## config.mk

```make
export PLATFORM = sky130hd
export DESIGN_NAME = signed_integer_to_radix_text_flat
export DESIGN_NICKNAME = d
export VERILOG_FILES = /design/src/hdl/sirt_pkg.sv /design/src/hdl/sirt_if.sv /design/src/hdl/signed_integer_to_radix_text.sv /design/src/hdl/sirt_ctrl.sv /design/src/hdl/sirt_dp.sv /design/src/flat_wrapper.sv
export VERILOG_INCLUDE_DIRS = /design/src /design/src/hdl
export SDC_FILE = /design/constraint.sdc
export NUM_CORES = 1
export LEC_CHECK = 0
export BUFFER_PORTS_ARGS = -buffer_cell sky130_fd_sc_hd__buf_2
export CORE_MARGIN = 3
export CORE_UTILIZATION = 35
export CTS_CLUSTER_DIAMETER = 120
export DETAILED_ROUTE_END_ITERATION = 12
export PLACE_DENSITY_LB_ADDON = 0.3
export SLEW_MARGIN = 0
export SYNTH_ARGS = -nofsm -noshare
export SYNTH_HDL_FRONTEND = slang
export SYNTH_SLANG_ARGS = --single-unit
```

## constraint.sdc

```tcl
create_clock -name clk -period 11.86 [get_ports clk]
set_clock_uncertainty 0.1 [all_clocks]
set_input_delay 0 -clock clk [delete_from_list [all_inputs] [get_ports clk]]
set_output_delay 0 -clock clk [all_outputs]
set_load 0.01 [all_outputs]
```

## src/hdl/assert_macros.svh

```systemverilog
// Assertion macros shared by the RTL files of the radix text converter.
`ifndef ASSERT_MACROS_SVH
`define ASSERT_MACROS_SVH

// Same-cycle implication, sampled on clk, quiet while arst_n is low.
`define SIRT_ASSERT_NOW(label, cond, cons, msg) \
	label: assert property (@(posedge clk) disable iff (!arst_n) (cond) |-> (cons)) \
		else $error(msg);

// Next-cycle implication, sampled on clk, quiet while arst_n is low.
`define SIRT_ASSERT_NEXT(label, cond, cons, msg) \
	label: assert property (@(posedge clk) disable iff (!arst_n) (cond) |=> (cons)) \
		else $error(msg);

`endif

```

## src/hdl/sirt_pkg.sv

```systemverilog
// Shared constants, types and helper functions of the radix text converter.
package sirt_pkg;

	localparam int WORD_BITS = 32;
	localparam int DIGIT_W   = 6;
	localparam int RADIX_W   = 6;
	localparam int CHAR_W    = 7;
	localparam int IDX_W     = $clog2(WORD_BITS);
	localparam int CNT_W     = $clog2(WORD_BITS + 1);
	localparam int PREFIX_LVLS = $clog2(WORD_BITS);

	localparam logic [RADIX_W-1:0] RADIX_RESET = RADIX_W'(10);
	localparam logic [RADIX_W-1:0] RADIX_MIN   = RADIX_W'(2);
	localparam logic [RADIX_W-1:0] RADIX_MAX   = RADIX_W'(36);

	localparam logic [CHAR_W-1:0] CH_ZERO  = CHAR_W'(8'h30);
	localparam logic [CHAR_W-1:0] CH_A     = CHAR_W'(8'h61);
	localparam logic [CHAR_W-1:0] CH_MINUS = CHAR_W'(8'h2D);
	localparam logic [DIGIT_W-1:0] DEC_DIGITS = DIGIT_W'(10);

	// Commands from the controller to the datapath.
	typedef struct packed {
		logic load;        // capture a new number, clear the digit row
		logic step;        // shift one magnitude bit into the digit row
		logic next_digit;  // move the read pointer one digit down
		logic sign_out;    // present '-' instead of a digit
	} sirt_cmd_t;

	// Status from the datapath to the controller.
	typedef struct packed {
		logic negative;     // the captured number is below zero
		logic final_digit;  // the read pointer is on the least significant digit
	} sirt_status_t;

	// Out-of-range bases are clamped into two to thirty-six.
	function automatic logic [RADIX_W-1:0] eff_radix(input logic [RADIX_W-1:0] r);
		logic [RADIX_W-1:0] res;
		res = r;
		if (r < RADIX_MIN) begin
			res = RADIX_MIN;
		end else if (r > RADIX_MAX) begin
			res = RADIX_MAX;
		end
		return res;
	endfunction

	function automatic logic [CHAR_W-1:0] digit_char(input logic [DIGIT_W-1:0] d);
		logic [CHAR_W-1:0] res;
		if (d < DEC_DIGITS) begin
			res = CH_ZERO + CHAR_W'(d);
		end else begin
			res = CH_A + CHAR_W'(d - DEC_DIGITS);
		end
		return res;
	endfunction

endpackage

```

## src/hdl/sirt_if.sv

```systemverilog
// Valid/ready channel interfaces for numbers in and characters out.
interface sirt_in_if;
	import sirt_pkg::*;

	logic                        valid;
	logic                        ready;
	logic signed [WORD_BITS-1:0] value;

	modport source (output valid, output value, input ready);
	modport sink   (input valid, input value, output ready);
endinterface

interface sirt_out_if;
	import sirt_pkg::*;

	logic              valid;
	logic              ready;
	logic [CHAR_W-1:0] character;
	logic              last_char;

	modport source (output valid, output character, output last_char, input ready);
	modport sink   (input valid, input character, input last_char, output ready);
endinterface

```

## src/hdl/signed_integer_to_radix_text.sv

```systemverilog
// Top level of the signed integer to radix text converter.
// Converts one signed 32-bit number per transfer on the number channel into its text in
// the base held by the radix register (2 to 36, 10 after reset; smaller codes act as 2,
// larger as 36), one ASCII character per transfer on the text channel, most significant
// first, with a leading '-' for negative numbers and last_char set on the final digit.
// Digits 10 and up are lowercase letters, zero gives a single '0', and the most negative
// number converts exactly. No terminator is sent. One number is handled at a time: the
// transfer in is followed by the conversion, in which a row of 32 base-r digit cells
// doubles and adds one magnitude bit per cycle, then by the characters, each sent when
// the text side is ready. The converter is ready again on the cycle after the last
// character's transfer. The user must write the radix only while the converter is idle;
// the block itself does not enforce it.
`include "assert_macros.svh"

module signed_integer_to_radix_text (
	input  logic                         clk,
	input  logic                         arst_n,
	input  logic                         radix_we,
	input  logic [sirt_pkg::RADIX_W-1:0] radix_wdata,
	sirt_in_if.sink                      number,
	sirt_out_if.source                   text
);
	import sirt_pkg::*;

	sirt_cmd_t    cmd;
	sirt_status_t status;

	// The controller sequences load, conversion and the character transfers.
	sirt_ctrl u_ctrl (
		.clk       (clk),
		.arst_n    (arst_n),
		.in_valid  (number.valid),
		.in_ready  (number.ready),
		.out_valid (text.valid),
		.out_ready (text.ready),
		.status    (status),
		.cmd       (cmd)
	);

	// The datapath holds the base, the magnitude and the digit row, and
	// forms the character presented on the text channel.
	sirt_dp u_dp (
		.clk         (clk),
		.arst_n      (arst_n),
		.radix_we    (radix_we),
		.radix_wdata (radix_wdata),
		.value       (number.value),
		.cmd         (cmd),
		.status      (status),
		.character   (text.character),
		.last_char   (text.last_char)
	);

	// The converter never takes a number while it still shows a character.
	`SIRT_ASSERT_NOW(a_no_overlap, number.ready, !text.valid, "input ready while output valid")
	// After a number's transfer the converter stays busy for the conversion.
	`SIRT_ASSERT_NEXT(a_busy_after_load, number.valid && number.ready, !number.ready,
		"ready again right after a number transfer")
	// The sign is never the final character.
	`SIRT_ASSERT_NOW(a_sign_not_last, text.valid && text.character == CH_MINUS, !text.last_char,
		"minus sign flagged as last character")
	// After the final character's transfer the converter is idle again.
	`SIRT_ASSERT_NEXT(a_idle_after_last, text.valid && text.ready && text.last_char, number.ready,
		"not idle after the last character")

endmodule

```

## src/hdl/sirt_ctrl.sv

```systemverilog
// Controller state machine: conversion sequencing and character handshakes.
module sirt_ctrl (
	input  logic                  clk,
	input  logic                  arst_n,
	input  logic                  in_valid,
	output logic                  in_ready,
	output logic                  out_valid,
	input  logic                  out_ready,
	input  sirt_pkg::sirt_status_t status,
	output sirt_pkg::sirt_cmd_t    cmd
);
	import sirt_pkg::*;

	localparam logic [1:0] S_IDLE = 2'd0;
	localparam logic [1:0] S_CONV = 2'd1;
	localparam logic [1:0] S_SIGN = 2'd2;
	localparam logic [1:0] S_EMIT = 2'd3;

	localparam logic [IDX_W-1:0] LAST_STEP = IDX_W'(WORD_BITS - 1);

	logic [1:0]       state_q;
	logic [1:0]       state_d;
	logic [IDX_W-1:0] steps_q;

	assign in_ready  = (state_q == S_IDLE);
	assign out_valid = (state_q == S_SIGN) || (state_q == S_EMIT);

	always_comb begin
		state_d        = state_q;
		cmd            = '0;
		cmd.sign_out   = (state_q == S_SIGN);
		unique case (state_q)
			S_IDLE: begin
				if (in_valid) begin
					cmd.load = 1'b1;
					state_d  = S_CONV;
				end
			end
			S_CONV: begin
				cmd.step = 1'b1;
				if (steps_q == LAST_STEP) begin
					state_d = status.negative ? S_SIGN : S_EMIT;
				end
			end
			S_SIGN: begin
				if (out_ready) begin
					state_d = S_EMIT;
				end
			end
			S_EMIT: begin
				if (out_ready) begin
					if (status.final_digit) begin
						state_d = S_IDLE;
					end else begin
						cmd.next_digit = 1'b1;
					end
				end
			end
			default: state_d = S_IDLE;
		endcase
	end

	always_ff @(posedge clk or negedge arst_n) begin
		if (!arst_n) begin
			state_q <= S_IDLE;
			steps_q <= '0;
		end else begin
			state_q <= state_d;
			if (cmd.load) begin
				steps_q <= '0;
			end else if (cmd.step) begin
				steps_q <= steps_q + IDX_W'(1);
			end
		end
	end

endmodule

```

## src/hdl/sirt_dp.sv

```systemverilog
// Datapath: radix register, magnitude shifter, row of base-r digit cells, character select.
module sirt_dp (
	input  logic                        clk,
	input  logic                        arst_n,
	input  logic                        radix_we,
	input  logic [sirt_pkg::RADIX_W-1:0] radix_wdata,
	input  logic [sirt_pkg::WORD_BITS-1:0] value,
	input  sirt_pkg::sirt_cmd_t          cmd,
	output sirt_pkg::sirt_status_t       status,
	output logic [sirt_pkg::CHAR_W-1:0]  character,
	output logic                        last_char
);
	import sirt_pkg::*;

	logic [RADIX_W-1:0]   radix_q;
	logic [WORD_BITS-1:0] mag_q;
	logic [DIGIT_W-1:0]   cells_q [WORD_BITS];
	logic [CNT_W-1:0]     cnt_q;
	logic [IDX_W-1:0]     idx_q;
	logic                 neg_q;

	logic [RADIX_W-1:0]   r_eff;
	logic [WORD_BITS-1:0] gen;
	logic [WORD_BITS-1:0] prop;
	logic [WORD_BITS-1:0] gp;
	logic [WORD_BITS-1:0] pp;
	logic [WORD_BITS:0]   carry;
	logic [DIGIT_W-1:0]   cells_d [WORD_BITS];
	logic [CNT_W-1:0]     cnt_d;
	logic [CNT_W-1:0]     cnt_m1;
	logic [DIGIT_W-1:0]   cur_digit;

	assign r_eff = eff_radix(radix_q);

	// Doubling a digit row in base r: cell i keeps 2d + c mod r and carries
	// when 2d + c >= r. A cell generates a carry when 2d >= r and passes the
	// incoming one when 2d + 1 == r; a parallel prefix resolves the chain.
	always_comb begin
		for (int i = 0; i < WORD_BITS; i++) begin
			gen[i]  = ({1'b0, cells_q[i], 1'b0} >= {2'b00, r_eff});
			prop[i] = ({1'b0, cells_q[i], 1'b1} == {2'b00, r_eff});
		end
		gp    = gen;
		gp[0] = gen[0] | (prop[0] & mag_q[WORD_BITS-1]);
		pp    = prop;
		pp[0] = 1'b0;
		for (int l = 0; l < PREFIX_LVLS; l++) begin
			gp = gp | (pp & (gp << (1 << l)));
			pp = pp & ((pp << (1 << l)) | ~({WORD_BITS{1'b1}} << (1 << l)));
		end
		carry = {gp, mag_q[WORD_BITS-1]};
		for (int i = 0; i < WORD_BITS; i++) begin
			if (carry[i+1]) begin
				cells_d[i] = DIGIT_W'({1'b0, cells_q[i], carry[i]} - {2'b00, r_eff});
			end else begin
				cells_d[i] = {cells_q[i][DIGIT_W-2:0], carry[i]};
			end
		end
	end

	// The row only grows one digit at a time: the cell just above the top
	// occupied one becomes nonzero exactly when it receives a carry.
	assign cnt_d  = cnt_q + CNT_W'(carry[cnt_q]);
	assign cnt_m1 = cnt_d - CNT_W'(1);

	always_ff @(posedge clk or negedge arst_n) begin
		if (!arst_n) begin
			radix_q <= RADIX_RESET;
		end else if (radix_we) begin
			radix_q <= radix_wdata;
		end
	end

	always_ff @(posedge clk or negedge arst_n) begin
		if (!arst_n) begin
			neg_q <= 1'b0;
			mag_q <= '0;
			cnt_q <= '0;
			idx_q <= '0;
			for (int i = 0; i < WORD_BITS; i++) begin
				cells_q[i] <= '0;
			end
		end else if (cmd.load) begin
			neg_q <= value[WORD_BITS-1];
			mag_q <= value[WORD_BITS-1] ? (~value + WORD_BITS'(1)) : value;
			cnt_q <= '0;
			idx_q <= '0;
			for (int i = 0; i < WORD_BITS; i++) begin
				cells_q[i] <= '0;
			end
		end else if (cmd.step) begin
			mag_q   <= {mag_q[WORD_BITS-2:0], 1'b0};
			cnt_q   <= cnt_d;
			cells_q <= cells_d;
			idx_q   <= (cnt_d == '0) ? '0 : cnt_m1[IDX_W-1:0];
		end else if (cmd.next_digit) begin
			idx_q <= idx_q - IDX_W'(1);
		end
	end

	assign cur_digit          = cells_q[idx_q];
	assign character          = cmd.sign_out ? CH_MINUS : digit_char(cur_digit);
	assign last_char          = !cmd.sign_out && (idx_q == '0);
	assign status.negative    = neg_q;
	assign status.final_digit = (idx_q == '0);

endmodule
```

## src/flat_wrapper.sv

```systemverilog
// flat-port wrapper written by rule: the top's interface ports become plain ports
module signed_integer_to_radix_text_flat import sirt_pkg::*;
  (clk, arst_n, radix_we, radix_wdata, number_valid, number_value, number_ready, text_valid, text_character, text_last_char, text_ready);
  sirt_in_if number_i ();
  sirt_out_if text_i ();
  input  logic clk;
  input  logic arst_n;
  input  logic radix_we;
  input  logic [sirt_pkg::RADIX_W-1:0] radix_wdata;
  input wire logic [$bits(number_i.valid)-1:0] number_valid;
  input wire logic [$bits(number_i.value)-1:0] number_value;
  output wire logic [$bits(number_i.ready)-1:0] number_ready;
  output wire logic [$bits(text_i.valid)-1:0] text_valid;
  output wire logic [$bits(text_i.character)-1:0] text_character;
  output wire logic [$bits(text_i.last_char)-1:0] text_last_char;
  input wire logic [$bits(text_i.ready)-1:0] text_ready;
  assign number_i.valid = number_valid;
  assign number_i.value = number_value;
  assign number_ready = number_i.ready;
  assign text_valid = text_i.valid;
  assign text_character = text_i.character;
  assign text_last_char = text_i.last_char;
  assign text_i.ready = text_ready;
  signed_integer_to_radix_text u_core (.clk(clk), .arst_n(arst_n), .radix_we(radix_we), .radix_wdata(radix_wdata), .number(number_i), .text(text_i));
endmodule
```

; Word-level counts from Yosys, hierarchy flattened
; Cells that the tools add are included.
[totals]
register_bits = 249
inputBits = 43
[op_classes]
eq_ne = 41
mux = 67
magnitude_cmp = 37
n_reduce_logical = 9
bitwise = 18
addsub = 40
[op_table]
columns = operator, count
row1 = two-way mux 192 bit, 2
row2 = bitwise AND 32 bit, 9
row3 = two-way mux 6 bit, 38
row4 = == test 7 x 6 -> 1 bit, 32
row5 = >= comparator 7 x 6 -> 1 bit, 32
row6 = subtractor 6 bit, 32
row7 = OR 32 bit, 5
row8 = two-way mux 32 bit, 3
row9 = adder 32 x 1 -> 32 bit (second input constant), 1
row10 = inverter 32 bit, 1
row11 = binary-select mux 6 bit (select 5 bit), 1
row12 = two-way mux 5 bit, 6
row13 = two-way mux 7 bit, 2
row14 = two-way mux 2 bit, 5
row15 = subtractor 5 x 1 -> 5 bit (second input constant), 2
row16 = two-way mux 1 bit, 8
row17 = inequality test 2 bit (second input constant), 4
row18 = one-hot mux 2 bit (4 select lines), 1
row19 = adder 6 x 6 -> 7 bit (first input constant), 1
row20 = adder 7 bit (first input constant), 1
row21 = less-than comparator 6 x 7 -> 1 bit (second input constant), 1
row22 = subtractor 6 x 4 -> 7 bit (second input constant), 1
row23 = adder 6 x 1 -> 6 bit, 1
row24 = binary-select mux 1 bit (select 6 bit), 1
row25 = other kinds (21), 22

; Longest topological paths before layout
[depth]
word_depth = 23
depth_mapped = 32
mapped_depth_nobuf = 27

; Modules after synthesis
; A second synthesis with hierarchy kept.
[hier_totals]
hier_cells = 2739
area_unflattened_um2 = 24099.4
[by_module_without_submodules]
columns = mod, area_per_inst_um2, cells_each, n_inst, seq_area_each_um2
row1 = sirt_dp, 23620.2, 2693, 1, 6058.3
row2 = sirt_ctrl, 479.2, 46, 1, 175.2

; Least setup slack after synthesis
; No wires, ideal clock.
[synth_path]
path_type = register to register
start = reg u_core.u_dp.radix_q[5]
end = reg u_core.u_dp.idx_q[1]
period_less_slack_ns = 10.591
arrival_ns = 10.370
slack_ns = 1.269
stages_incl_launch_ff = 26
n_path_buf = 1
cell_sequence = dfrtp_1 -> inv_1 -> a21boi_0 -> a21oi_1 -> inv_1 -> ha_1 -> a21oi_1 -> nor2_1 -> a2111oi_1 -> o211ai_1 -> a211o_1 -> a311o_1 -> nor2_4 -> o31ai_2 -> mux2_2 -> a211o_1 -> a211oi_2 -> o311ai_2 -> ha_1 -> ha_1 -> clkbuf_1 -> o21ai_0 -> a21oi_1 -> o21ai_0 -> o32ai_1 -> a22o_1
[synth_between]
elab_chain_cells = 23
word_cells_on_any_way = 92
classes_between = add/sub: 2 / order compare: 34 / eq/ne: 32 / mux: 7 / bitwise: 16 / reduce/logical: 1
[synth_lines]
columns = item, line_no
row1 = "start, declared", sirt_dp.sv:15  ; logic [RADIX_W-1:0] radix_q;
row2 = "start signal, assigned", sirt_dp.sv:70  ; radix_q <= radix_wdata;
row3 = > comparator 6 bit, sirt_pkg.sv:41  ; end else if (r > RADIX_MAX) begin
row4 = two-way mux 6 bit, sirt_pkg.sv:41
row5 = two-way mux 6 bit *, sirt_pkg.sv:39  ; if (r < RADIX_MIN) begin
row6 = branches (longest 12 deep; another with >= comparator 7 x 6 -> 1 bit), n/a
row7 = OR 32 bit *, sirt_dp.sv:48  ; gp = gp | (pp & (gp << (1 << l)));
row8 = binary-select mux 1 bit (select 6 bit) *, sirt_dp.sv:63  ; assign cnt_d = cnt_q + CNT_W'(carry[cnt_q]);
row9 = two-way mux 1 bit (not written as such) *, sirt_dp.sv:63
row10 = adder 6 x 1 -> 6 bit *, sirt_dp.sv:63
row11 = subtractor 5 x 1 -> 5 bit or zero test 6 bit (tied branches), "sirt_dp.sv:64, sirt_dp.sv:95"
row12 = two-way mux 5 bit *, sirt_dp.sv:95  ; idx_q <= (cnt_d == '0) ? '0 : cnt_m1[IDX_W-1:0];
row13 = two-way mux 5 bit *, sirt_dp.sv:91  ; end else if (cmd.step) begin
row14 = two-way mux 5 bit *, sirt_dp.sv:83  ; end else if (cmd.load) begin
row15 = "end signal, assigned", sirt_dp.sv:95
row16 = "end signal, assigned", sirt_dp.sv:97  ; idx_q <= idx_q - IDX_W'(1);
row17 = "end, declared", sirt_dp.sv:19  ; logic [IDX_W-1:0] idx_q;
; Mark *: on every way between the ends. The select of a mux whose other input is x is not followed.
; A chain may end at the register's enable or synchronous reset.

; Worst setup path after layout
[layout_path]
start = reg u_core.u_dp.radix_q[5]
end = reg u_core.u_dp.idx_q[2]
; The elaborated chain is that of the path after synthesis.

==> flow_metrics.tcl <==
set metrics [dict create \
    dp.cells 3562 \
    synth_area_um2 23900 \
    crit_type "flip-flop to flip-flop" \
    setup_viol 0 \
    fp.dieH_um 267.3 \
    grt_overflow 0 \
    drv_slew 0 \
    synthTopCellsByArea "dfrtp_1 (26%), ha_1 (12%), mux4_2 (5.7%)" \
    ir_drop_mv 0.2171 \
    yosysSeqAreaShare 0.2609 \
    outcome "finished, violations left" \
    die-area_um2 71450 \
    hold_violations 3 \
    dpl-instance-area_um2 24960 \
    drv_cap 0 \
    fin_cells 3699 \
    fp.dieW_um 267.3 \
    rsz0062_at_grt "false" \
    powerDensity_nw_per_um2 337.8 \
    drt_first_pass_iters 5 \
    clockRootBuffer "clkbuf_16" \
    io_pins 53 \
    tightestPinTransition_ns 1.106 \
    routed-via-count 21060 \
    synth-seq-cells 249 \
    cts_tree "done" \
    ant_nets 0 \
    initial_core_util 0.3546 \
    place_congestion 0.9090 \
    hold_slack_ns -0.02231 \
    htree_levels 2 \
    tns_ns 0 \
    layout_min_cycle_time_ns 9.478 \
    fin_nets 3100 \
    syn_nets 3044 \
    drc 0 \
    synth_top_cell_by_area "dfrtp_1" \
    drt_wl_total_um 73370 \
    clock_latency_ns 0.56 \
    ys_async_sr_fraction 1.000 \
    synth_edf_count 0 \
    finalInstanceArea_um2 26870 \
    cp.arrival_ns 9.82 \
    ys_warn_count 0 \
    leakage_nw 11.84 \
    ys_types 94 \
    synthFlopType "dfrtp_1" \
    drtIter0Drc 1569 \
    cts.sink_count 249 \
    cp-end-kind "flip-flop" \
    slew_headroom 0.2628 \
    wire_per_inst_um 19.83 \
    violations "hold timing" \
    syn_area_per_cell_um2 8.706 \
    cts_buffers 35 \
    grt_pass1_vias 21050 \
    fmax_mhz 105.5 \
    yosysMostFrequentCell "nor2_1" \
    ctsResizeCount 0 \
    synth_top_area_frac 0.2587 \
    clockBufferDepth 3 \
    track_usage 0.2053 \
    netlist_instances 2745 \
    syn2layout_area_growth_pct 12.44 \
    drive_above_1_share 0.09522 \
    core_um2 67400 \
    drt-vias-per-instance 5.693 \
    synth_common_cells "nor2_1 (317), a21oi_1 (248), dfrtp_1 (247)" \
    path_max_fanout 33 \
    grt_max_degree 98 \
    grt_pass1_wl_um 117200 \
    clk_pin_slew_worst_paths_ns 0.06 \
    worstHoldPathType "primary input to asynchronous set/reset pin" \
    critPathRequiredTime_ns 12.21 \
    antenna_found_initial 1 \
    post_cts_buffers 0 \
    finalCritPeriodShare 0.7992 \
    num_rows 95 \
    place_hpwl_um 51240 \
    numPortBuffers 52 \
    startpoint_type "flip-flop" \
]
==> where the power goes <==
part           internal, mW  total [mW]  switching [mW]
Combinational          2.64        6.16            3.52
Sequential             1.27        1.83           0.565
Clock                 0.648        1.08           0.435
==> sequential cells by signal, summed over array words and instances (netlist names) <==
register,cells
u_core.u_dp.cnt_q,6
u_core.u_ctrl.steps_q,5
u_core.u_dp.idx_q,5
u_core.u_dp.radix_q,6
u_core.u_dp.cells_q,192
u_core.u_ctrl.state_q,2
u_core.u_dp.mag_q,32
u_core.u_dp.neg_q,1
==> worst max-delay path, stage by stage (launching register included) <==
cell,delay [ns]
dfrtp_1,0.44
inv_2,0.43
a21boi_0,0.26
a21oi_4,0.16
buf_4,0.73
clkinv_1,0.81
ha_1,0.45
a21oi_1,0.13
nor2_1,0.05
a2111oi_1,0.76
o211ai_1,0.21
a211o_1,0.38
a311o_1,0.36
nor2_4,0.44
o21ai_2,0.34
a21oi_1,0.86
o2bb2ai_1,0.16
a211oi_1,0.38
o311ai_2,0.16
ha_1,0.27
and2_1,0.23
nand4_1,0.14
xor2_1,0.16
nand2_1,0.09
o21ai_0,0.42
o22ai_1,0.16
a22o_1,0.22
==> worst paths after layout <==
check | slack, ns | depth (start not counted) | start | to
max in group asynchronous | 10.30 | 3 | arst_n | u_core.u_dp.radix_q[2]
min reg2reg | 0.39 | 2 | u_core.u_dp.neg_q | u_core.u_dp.neg_q
max reg2reg | 2.38 | 26 | u_core.u_dp.radix_q[5] | u_core.u_dp.idx_q[2]
min in group clk | 0.11 | 8 | number_value[1] | u_core.u_dp.mag_q[7]
max | 2.38 | 26 | u_core.u_dp.radix_q[5] | u_core.u_dp.idx_q[2]
min | -0.02 | 2 | arst_n | u_core.u_dp.cells_q[114]
==> kinds of logic (layout without fill, tap and decap cells) <==
group	count (synthesis)	after routing	share of synthesized area
fa+ha+maj	256	256	0.1441
simple gates	804	804	0.1558
mux	204	204	0.1184
buf+inv	263	343	0.04435
other cells	0	1	0
compound gates	795	795	0.2128
xor+xnor	174	174	0.06377
flops	249	249	0.2609
==> cells in the final DEF, fill, tap and decap left out, types with 14 or more instances in the layout <==
cell / n
nor2_1: 316
a21oi_1: 247
dfrtp_1: 245
ha_1: 223
nand2_1: 215
o21ai_0: 184
mux2i_1: 133
inv_1: 117
a211oi_1: 107
xor2_1: 90
a21o_1: 88
xnor2_1: 84
dlygate4sd3_1: 75
mux4_2: 61
buf_2: 51
nand3_1: 41
nor2b_1: 40
nand2b_1: 40
clkbuf_16: 36
buf_4: 34
fa_1: 32
nor3_1: 31
a311oi_1: 19
or3_1: 16
o211ai_1: 16
or2_2: 14
and3_1: 14
==> per-layer routing <==
metal / vias up / wire, µm / GRT usage
li1: 10060 / - / -
met1: 10250 / 32700 / 0.2734
met2: 591 / 33290 / 0.3299
met3: 156 / 4645 / 0.03895
met4: 2 / 2715 / 0.08002
met5: - / 13 / 0
==> per-stage QoR <==
stage               setup WS, ns  power (mW)    util
CTS                        2.418       9.069  0.3986
global placement           2.664       7.739  0.3703
detailed placement         2.454       7.887  0.3703
floorplan                  1.269       6.324       -
global route               1.670       9.906  0.3986
finish                     2.382       9.077  0.3987
==> what timing repair did <==
| item | 4_1_cts | 5_1_grt |
|---|---|---|
| hold buffers | 75 | 0 |
| endpoints found under the hold margin | 141 | 0 |
| setup endpoints to repair | 0 | 0 |
==> area by class of cell <==
type | instances | area (µm²)
well taps | 873 | 1092
repair buffers | 161 | 1276
fillers | 6514 | 40530
inverters | 121 | 456.7
clock buffers | 45 | 974.7
multi-input cells | 2233 | 16640
flip-flops and latches | 249 | 6238
clock inverters | 16 | 185.2
diodes | 1 | 2.502
(Power assumes the default switching activity.)
